===== config.mk =====
export PLATFORM = sky130hd
export DESIGN_NAME = partitioned_slot_allocator_core
export DESIGN_NICKNAME = d
export VERILOG_FILES = /design/src/rtl/psa_pkg.sv /design/src/rtl/psa_key_fold.sv /design/src/rtl/psa_key_ram.sv /design/src/rtl/partitioned_slot_allocator_core.sv
export SDC_FILE = /design/constraint.sdc
export NUM_CORES = 2
export LEC_CHECK = 0
export BUFFER_PORTS_ARGS = -buffer_cell sky130_fd_sc_hd__buf_2
export CORE_MARGIN = 1.5
export CORE_UTILIZATION = 40
export DETAILED_ROUTE_END_ITERATION = 10
export SLEW_MARGIN = 40
export SYNTH_ARGS = -nofsm -noshare
export SYNTH_HDL_FRONTEND = slang
export SYNTH_SLANG_ARGS = --single-unit
export TNS_END_PERCENT = 50

===== constraint.sdc =====
create_clock -name clk -period 8.8 [get_ports clk]
set_clock_uncertainty 0.1 [all_clocks]
set_input_delay 0.44 -clock clk [delete_from_list [all_inputs] [get_ports clk]]
set_output_delay 0.44 -clock clk [all_outputs]
set_load 0.01 [all_outputs]

===== src/rtl/psa_pkg.sv =====
// shared constants and widths for the partitioned slot allocator
`timescale 1ns / 1ps
package psa_pkg;

  localparam int TOTAL_SLOTS = 32;
  localparam int KEY_CHARS   = 8;

  localparam int KEY_W    = 64;
  localparam int CFG_W    = 6;
  localparam int OUT_IDX_W = 5;
  localparam int OUT_CNT_W = 6;

  localparam int SLOT_W = $clog2(TOTAL_SLOTS);
  localparam int CNT_W  = $clog2(TOTAL_SLOTS + 1);
  localparam int CMP_W  = (CNT_W > CFG_W) ? CNT_W : CFG_W;

  localparam logic ACT_ASSIGN  = 1'b0;
  localparam logic ACT_RELEASE = 1'b1;

endpackage


===== src/rtl/psa_key_fold.sv =====
// key folding: truncate at first zero byte or char limit, lower case to upper case
`timescale 1ns / 1ps
module psa_key_fold (
  input  logic [psa_pkg::KEY_W-1:0] key_raw,
  output logic [psa_pkg::KEY_W-1:0] key_folded
);

  always_comb begin
    logic       live;
    logic [7:0] b;
    live = 1'b1;
    key_folded = '0;
    for (int i = 0; i < 8; i++) begin
      b = key_raw[8*i +: 8];
      if (i >= psa_pkg::KEY_CHARS || b == 8'h00) begin
        live = 1'b0;
      end
      if (live) begin
        if (b >= 8'h61 && b <= 8'h7a) begin
          b = b - 8'h20;
        end
        key_folded[8*i +: 8] = b;
      end
    end
  end

endmodule


===== src/rtl/psa_key_ram.sv =====
// stored key memory, one write port and one registered read port
`timescale 1ns / 1ps
module psa_key_ram (
  input  logic                       clk,
  input  logic                       we,
  input  logic [psa_pkg::SLOT_W-1:0] waddr,
  input  logic [psa_pkg::KEY_W-1:0]  wdata,
  input  logic                       re,
  input  logic [psa_pkg::SLOT_W-1:0] raddr,
  output logic [psa_pkg::KEY_W-1:0]  rdata
);

  logic [psa_pkg::KEY_W-1:0] mem [psa_pkg::TOTAL_SLOTS];

  always_ff @(posedge clk) begin
    if (we) begin
      mem[waddr] <= wdata;
    end
  end

  always_ff @(posedge clk) begin
    if (re) begin
      rdata <= mem[raddr];
    end
  end

endmodule


===== src/rtl/partitioned_slot_allocator_core.sv =====
// top level: slot allocator with scan sequencer over the key memory
`timescale 1ns / 1ps
// Slot allocator with two classes split at class0_slots. Each item scans the
// whole table once through the key memory, one slot per cycle, paced by the
// single read port of the key memory. A new item is taken only once the scan
// of the previous one is finished and its result is registered for the output.
// A new item is accepted while the previous result waits on the output, and
// that item's result then waits until the output is free. Occupancy flags sit
// in flip-flops and clear at reset; stored keys are never cleared.
module partitioned_slot_allocator_core (
  input  logic                          clk,
  input  logic                          rst,
  input  logic                          cfg_valid,
  output logic                          cfg_ready,
  input  logic [psa_pkg::CFG_W-1:0]     cfg_data,
  input  logic                          in_valid,
  output logic                          in_ready,
  input  logic                          action,
  input  logic                          vehicle_class,
  input  logic [psa_pkg::KEY_W-1:0]     key,
  output logic                          out_valid,
  input  logic                          out_ready,
  output logic [psa_pkg::OUT_IDX_W-1:0] slot_index,
  output logic                          success,
  output logic [psa_pkg::OUT_CNT_W-1:0] free_count
);

  typedef enum logic [1:0] {ST_IDLE, ST_SCAN, ST_FINISH} state_t;

  state_t                            state;
  logic [psa_pkg::CFG_W-1:0]         class0_slots;
  logic [psa_pkg::TOTAL_SLOTS-1:0]   occ;
  logic [psa_pkg::KEY_W-1:0]         key_folded;
  logic [psa_pkg::KEY_W-1:0]         req_key;
  logic                              req_act;
  logic [psa_pkg::CMP_W-1:0]         req_lo;
  logic [psa_pkg::CMP_W-1:0]         req_hi;
  logic [psa_pkg::CNT_W-1:0]         ptr;
  logic                              chk_valid;
  logic [psa_pkg::SLOT_W-1:0]        chk_idx;
  logic                              found;
  logic [psa_pkg::SLOT_W-1:0]        hit_idx;
  logic                              hit_in_range;
  logic [psa_pkg::CNT_W-1:0]         free_cnt;
  logic [psa_pkg::KEY_W-1:0]         rdata;
  logic [psa_pkg::CMP_W-1:0]         bnd;
  logic                              scan_issue;
  logic                              chk_in_range;
  logic                              chk_free;
  logic                              chk_match;
  logic                              ram_we;
  logic [psa_pkg::CNT_W-1:0]         cnt_final;

  psa_key_fold u_fold (
    .key_raw    (key),
    .key_folded (key_folded)
  );

  psa_key_ram u_ram (
    .clk   (clk),
    .we    (ram_we),
    .waddr (hit_idx),
    .wdata (req_key),
    .re    (scan_issue),
    .raddr (ptr[psa_pkg::SLOT_W-1:0]),
    .rdata (rdata)
  );

  assign cfg_ready = 1'b1;
  assign in_ready  = (state == ST_IDLE);

  assign bnd = (psa_pkg::CMP_W'(class0_slots) > psa_pkg::CMP_W'(psa_pkg::TOTAL_SLOTS)) ?
               psa_pkg::CMP_W'(psa_pkg::TOTAL_SLOTS) : psa_pkg::CMP_W'(class0_slots);

  assign scan_issue   = (state == ST_SCAN) && (ptr != psa_pkg::CNT_W'(psa_pkg::TOTAL_SLOTS));
  assign chk_in_range = (psa_pkg::CMP_W'(chk_idx) >= req_lo) &&
                        (psa_pkg::CMP_W'(chk_idx) < req_hi);
  assign chk_free     = !occ[chk_idx];
  assign chk_match    = !chk_free && (rdata == req_key);
  assign ram_we       = (state == ST_FINISH) && (!out_valid || out_ready) && found &&
                        (req_act == psa_pkg::ACT_ASSIGN);

  always_comb begin
    cnt_final = free_cnt;
    if (found) begin
      if (req_act == psa_pkg::ACT_ASSIGN) begin
        cnt_final = free_cnt - 1'b1;
      end else if (hit_in_range) begin
        cnt_final = free_cnt + 1'b1;
      end
    end
  end

  always_ff @(posedge clk) begin
    if (rst) begin
      state        <= ST_IDLE;
      class0_slots <= psa_pkg::CFG_W'(20);
      occ          <= '0;
      out_valid    <= 1'b0;
      chk_valid    <= 1'b0;
      found        <= 1'b0;
      ptr          <= '0;
    end else begin
      if (cfg_valid) begin
        class0_slots <= cfg_data;
      end
      if (out_valid && out_ready && state != ST_FINISH) begin
        out_valid <= 1'b0;
      end
      unique case (state)
        ST_IDLE: begin
          if (in_valid) begin
            req_key   <= key_folded;
            req_act   <= action;
            req_lo    <= vehicle_class ? bnd : '0;
            req_hi    <= vehicle_class ? psa_pkg::CMP_W'(psa_pkg::TOTAL_SLOTS) : bnd;
            ptr       <= '0;
            chk_valid <= 1'b0;
            found     <= 1'b0;
            free_cnt  <= '0;
            hit_idx   <= '0;
            hit_in_range <= 1'b0;
            state     <= ST_SCAN;
          end
        end
        ST_SCAN: begin
          chk_valid <= scan_issue;
          chk_idx   <= ptr[psa_pkg::SLOT_W-1:0];
          if (scan_issue) begin
            ptr <= ptr + 1'b1;
          end
          if (chk_valid) begin
            if (chk_in_range && chk_free) begin
              free_cnt <= free_cnt + 1'b1;
            end
            if (!found) begin
              if ((req_act == psa_pkg::ACT_ASSIGN && chk_in_range && chk_free) ||
                  (req_act == psa_pkg::ACT_RELEASE && chk_match)) begin
                found        <= 1'b1;
                hit_idx      <= chk_idx;
                hit_in_range <= chk_in_range;
              end
            end
          end else if (!scan_issue) begin
            state <= ST_FINISH;
          end
        end
        ST_FINISH: begin
          if (!out_valid || out_ready) begin
            out_valid  <= 1'b1;
            success    <= found;
            slot_index <= found ? psa_pkg::OUT_IDX_W'(hit_idx) : '0;
            free_count <= psa_pkg::OUT_CNT_W'(cnt_final);
            if (found) begin
              occ[hit_idx] <= (req_act == psa_pkg::ACT_ASSIGN);
            end
            state <= ST_IDLE;
          end
        end
        default: begin
          state <= ST_IDLE;
        end
      endcase
    end
  end

endmodule


==> flow_metrics.py <==
metrics = {
    "clocking": {
        "cts_tree": "built",
        "ctsHtreeMaxLevel": 4,
        "cts_resized": 0,
        "clock-root-buffer": "clkbuf_16",
        "clkTransAtPathRegs_ps": 60,
        "cts_buffers": 225,
        "cts.sinks": 2267,
        "cts_max_path_buffers": 3,
        "clkLatencyLatePin_ps": 850,
    },
    "timing": {
        "finalSetupTns_ps": 0,
        "setup_violations": 0,
        "max_clock_freq_ghz": 0.253,
        "worst_slack_ps": 4850,
        "worstMarginPinSlew_ps": 889,
        "period_needed_ps": 3950,
        "rsz0062_at_grt": "false",
        "slew_headroom": 0.407,
        "maxSlewViolCount": 0,
        "finalCritPeriodShare": 0.449,
        "hold_viol_final": 0,
    },
    "logic_synthesis": {
        "netlist.area_leader.share": 0.763,
        "netlist_instances": 3776,
        "syn_nets": 3874,
        "synth_top_family_by_area": "multiplexers",
        "yosys.area_share.xor_xnor": 0.00602,
        "ys_types": 53,
        "synth_top_cells_by_count": "2218 x edfxtp_1, 646 x mux4_2, 104 x clkbuf_1",
        "synth_mux_area_frac": 0.176,
        "synth.cell_area_sq_mm": 0.0873,
        "synth.top_cells.by_area": "edfxtp_1 76%, mux4_2 17%, dfxtp_1 1.1%, mux2_2 0.83%, xor2_1 0.49%",
        "avgSynthCellArea_sq_um": 23.1,
        "synth_enable_flop_cells": 2218,
        "ys_seq_area_frac": 0.774,
        "synthAdderAreaFrac": 0.00301,
        "synthSimpleGateAreaFrac": 0.0191,
        "synth_compound_area_frac": 0.00937,
        "yosysTopAreaCell": "edfxtp_1",
        "synth_ff_type": "edfxtp_1",
        "yosysMostFrequentCell": "edfxtp_1",
        "yosys_register_bits": 2267,
        "synth-async-reset-ratio": 0,
        "yosys_warnings": 0,
    },
    "detailed_routing": {
        "dr.first_iter.drc_count": 5002,
        "vias_per_cell": 5.74,
        "drt-total-wl_mm": 225,
        "ant_nets": 0,
        "post-route-drc-count": 0,
        "wl_per_cell_um": 31.4,
        "drt_pass1_iterations": 5,
        "vias": 41200,
    },
    "finish": {
        "areaGrowthSynthToFinish_pct": 14.7,
        "multi_input_area_sq_mm": 0.0188,
        "nFillCells": 17800,
        "nNetsFinal": 4238,
        "post-route-util": 0.462,
        "fin_cells": 7178,
        "drive_gt1_frac": 0.299,
        "seq_area_sq_mm": 0.0676,
    },
    "worst_hold_path": {
        "hold_class": "input pin to flop",
        "min_path_cells": 3,
    },
    "status": {
        "status": "complete, no violations",
    },
    "global_routing": {
        "grt_util_met1": 0.278,
        "antenna_found_initial": 8,
        "busiest_layer": "met2",
        "grtUsageMet2": 0.340,
        "grt_max_degree": 133,
        "use_met3": 0.0303,
        "grt_pass1_wl_mm": 317,
        "grt_pass1_vias": 42100,
        "globalRouteTotalUtil": 0.202,
        "gr-total-overflow": 0,
    },
    "placement": {
        "post-place-ws_ps": 4590,
        "dp.cells": 6667,
        "place.gp.congestion": 0.757,
        "post-dp-hpwl_mm": 112,
        "port_buffers": 90,
    },
    "die": {
        "initial_utilization": 0.402,
        "die_h_um": 470,
        "ios": 92,
        "dieArea_sq_mm": 0.221,
        "die_w_um": 470,
        "coreArea_sq_mm": 0.217,
        "row_count": 171,
    },
    "power_and_ir_drop": {
        "p_per_area_mw_per_mm2": 221,
        "p_leak_nw": 30.5,
        "max-vdd-ir-drop_uv": 236,
    },
    "worst_setup_path": {
        "cp.required_ps": 9270,
        "rr_worst_depth": 6,
        "end_kind": "flop",
        "critical_path_class": "flop to flop",
        "arrival_ps": 4420,
        "worstPathMaxFanout": 35,
        "critPathLaunchType": "flop",
    },
    "job": {
        "drv_cap": 0,
    },
}
## cell families after synthesis
family,Yosys count
DFF,2267
muxes,721
and+or+nand+nor,319
buffers and inverters,253
AOI/OAI and AO/OA,134
xor gates and xnor gates,60
adders and majority gates,21
other,1
## path summary, 6_finish.rpt
| kind | start | endpoint | slack, ps |
|---|---|---|---|
| setup / recovery | ptr[0]$_SDFFE_PP0P_ | u_ram.rdata[45]$_DFFE_PP_ | 4850 |
| hold / removal | key[29] | req_key[29]$_SDFFCE_PN0P_ | 50 |
| setup reg to reg | ptr[0]$_SDFFE_PP0P_ | u_ram.rdata[45]$_DFFE_PP_ | 4850 |
| hold reg to reg | occ[6]$_SDFFE_PP0P_ | occ[6]$_SDFFE_PP0P_ | 380 |
## layer usage
metal  share of wire  vias to the layer above
met3           0.071                      288
met1            0.41                    22500
met5        0.000049                        -
met4           0.020                        2
li1                -                    16700
met2            0.50                     1699
## placed cells by master (no fill, tap or decap), types with 44 or more instances in the layout
master         Yosys  layout
a21oi_1           51      50
and2_1            50      50
buf_2             34      90
buf_4              7      66
buf_6              4      55
clkbuf_1         104      60
clkbuf_16          0     229
clkinv_1           0      60
dfxtp_1           49      44
dlygate4sd3_1      0      78
edfxtp_1        2218    2218
inv_1             77      53
mux2_2            64      64
mux4_2           646     646
nand2_1           55      55
nor2_1            75      66
xor2_1            49      45
## critical path: stages (launching register included)
cell and delay, ps:
dfxtp_4 560, buf_12 280, buf_4 590, buf_4 700
mux4_2 590, mux4_2 470, mux2_2 270
## registers in the layout, summed over array words and instances (netlist names), 5 cells and up
register,flops
chk_idx,5
free_count,6
u_ram.rdata,64
occ,32
class0_slots,6
req_lo,6
slot_index,5
free_cnt,6
ptr,6
hit_idx,5
req_key,64
req_hi,6
u_ram.mem,2048
## area by class of cell
type                       count  share of cell area
inverter                      77             0.00409
multi-input combinational   1256               0.188
tap                         2854              0.0357
antenna                        1           0.0000250
clock inverter               120             0.00927
clock buffer                 290              0.0596
sequential                  2267               0.675
timing repair buffer         313              0.0283
## through the flow
step	total power, W	instance area (sq um)	hold slack [ps]
floorplan	0.0129	87300	306
global placement	0.0132	91600	362
detailed placement	0.0133	92200	367
CTS	0.0223	99800	5.63
global route	0.0228	100000	42.4
finish	0.0222	100000	50.5
## power breakdown
| part | internal [W] | switching (W) | total (W) |
|---|---|---|---|
| registers | 0.0119 | 0.0000764 | 0.0120 |
| clock network | 0.00511 | 0.00402 | 0.00913 |
| logic | 0.000505 | 0.000569 | 0.00107 |
## what timing repair did
action	in CTS	in global routing
endpoints found under the hold margin	78	0
hold buffers	78	0
setup buffers	0	0
(Power assumes the default switching activity.)
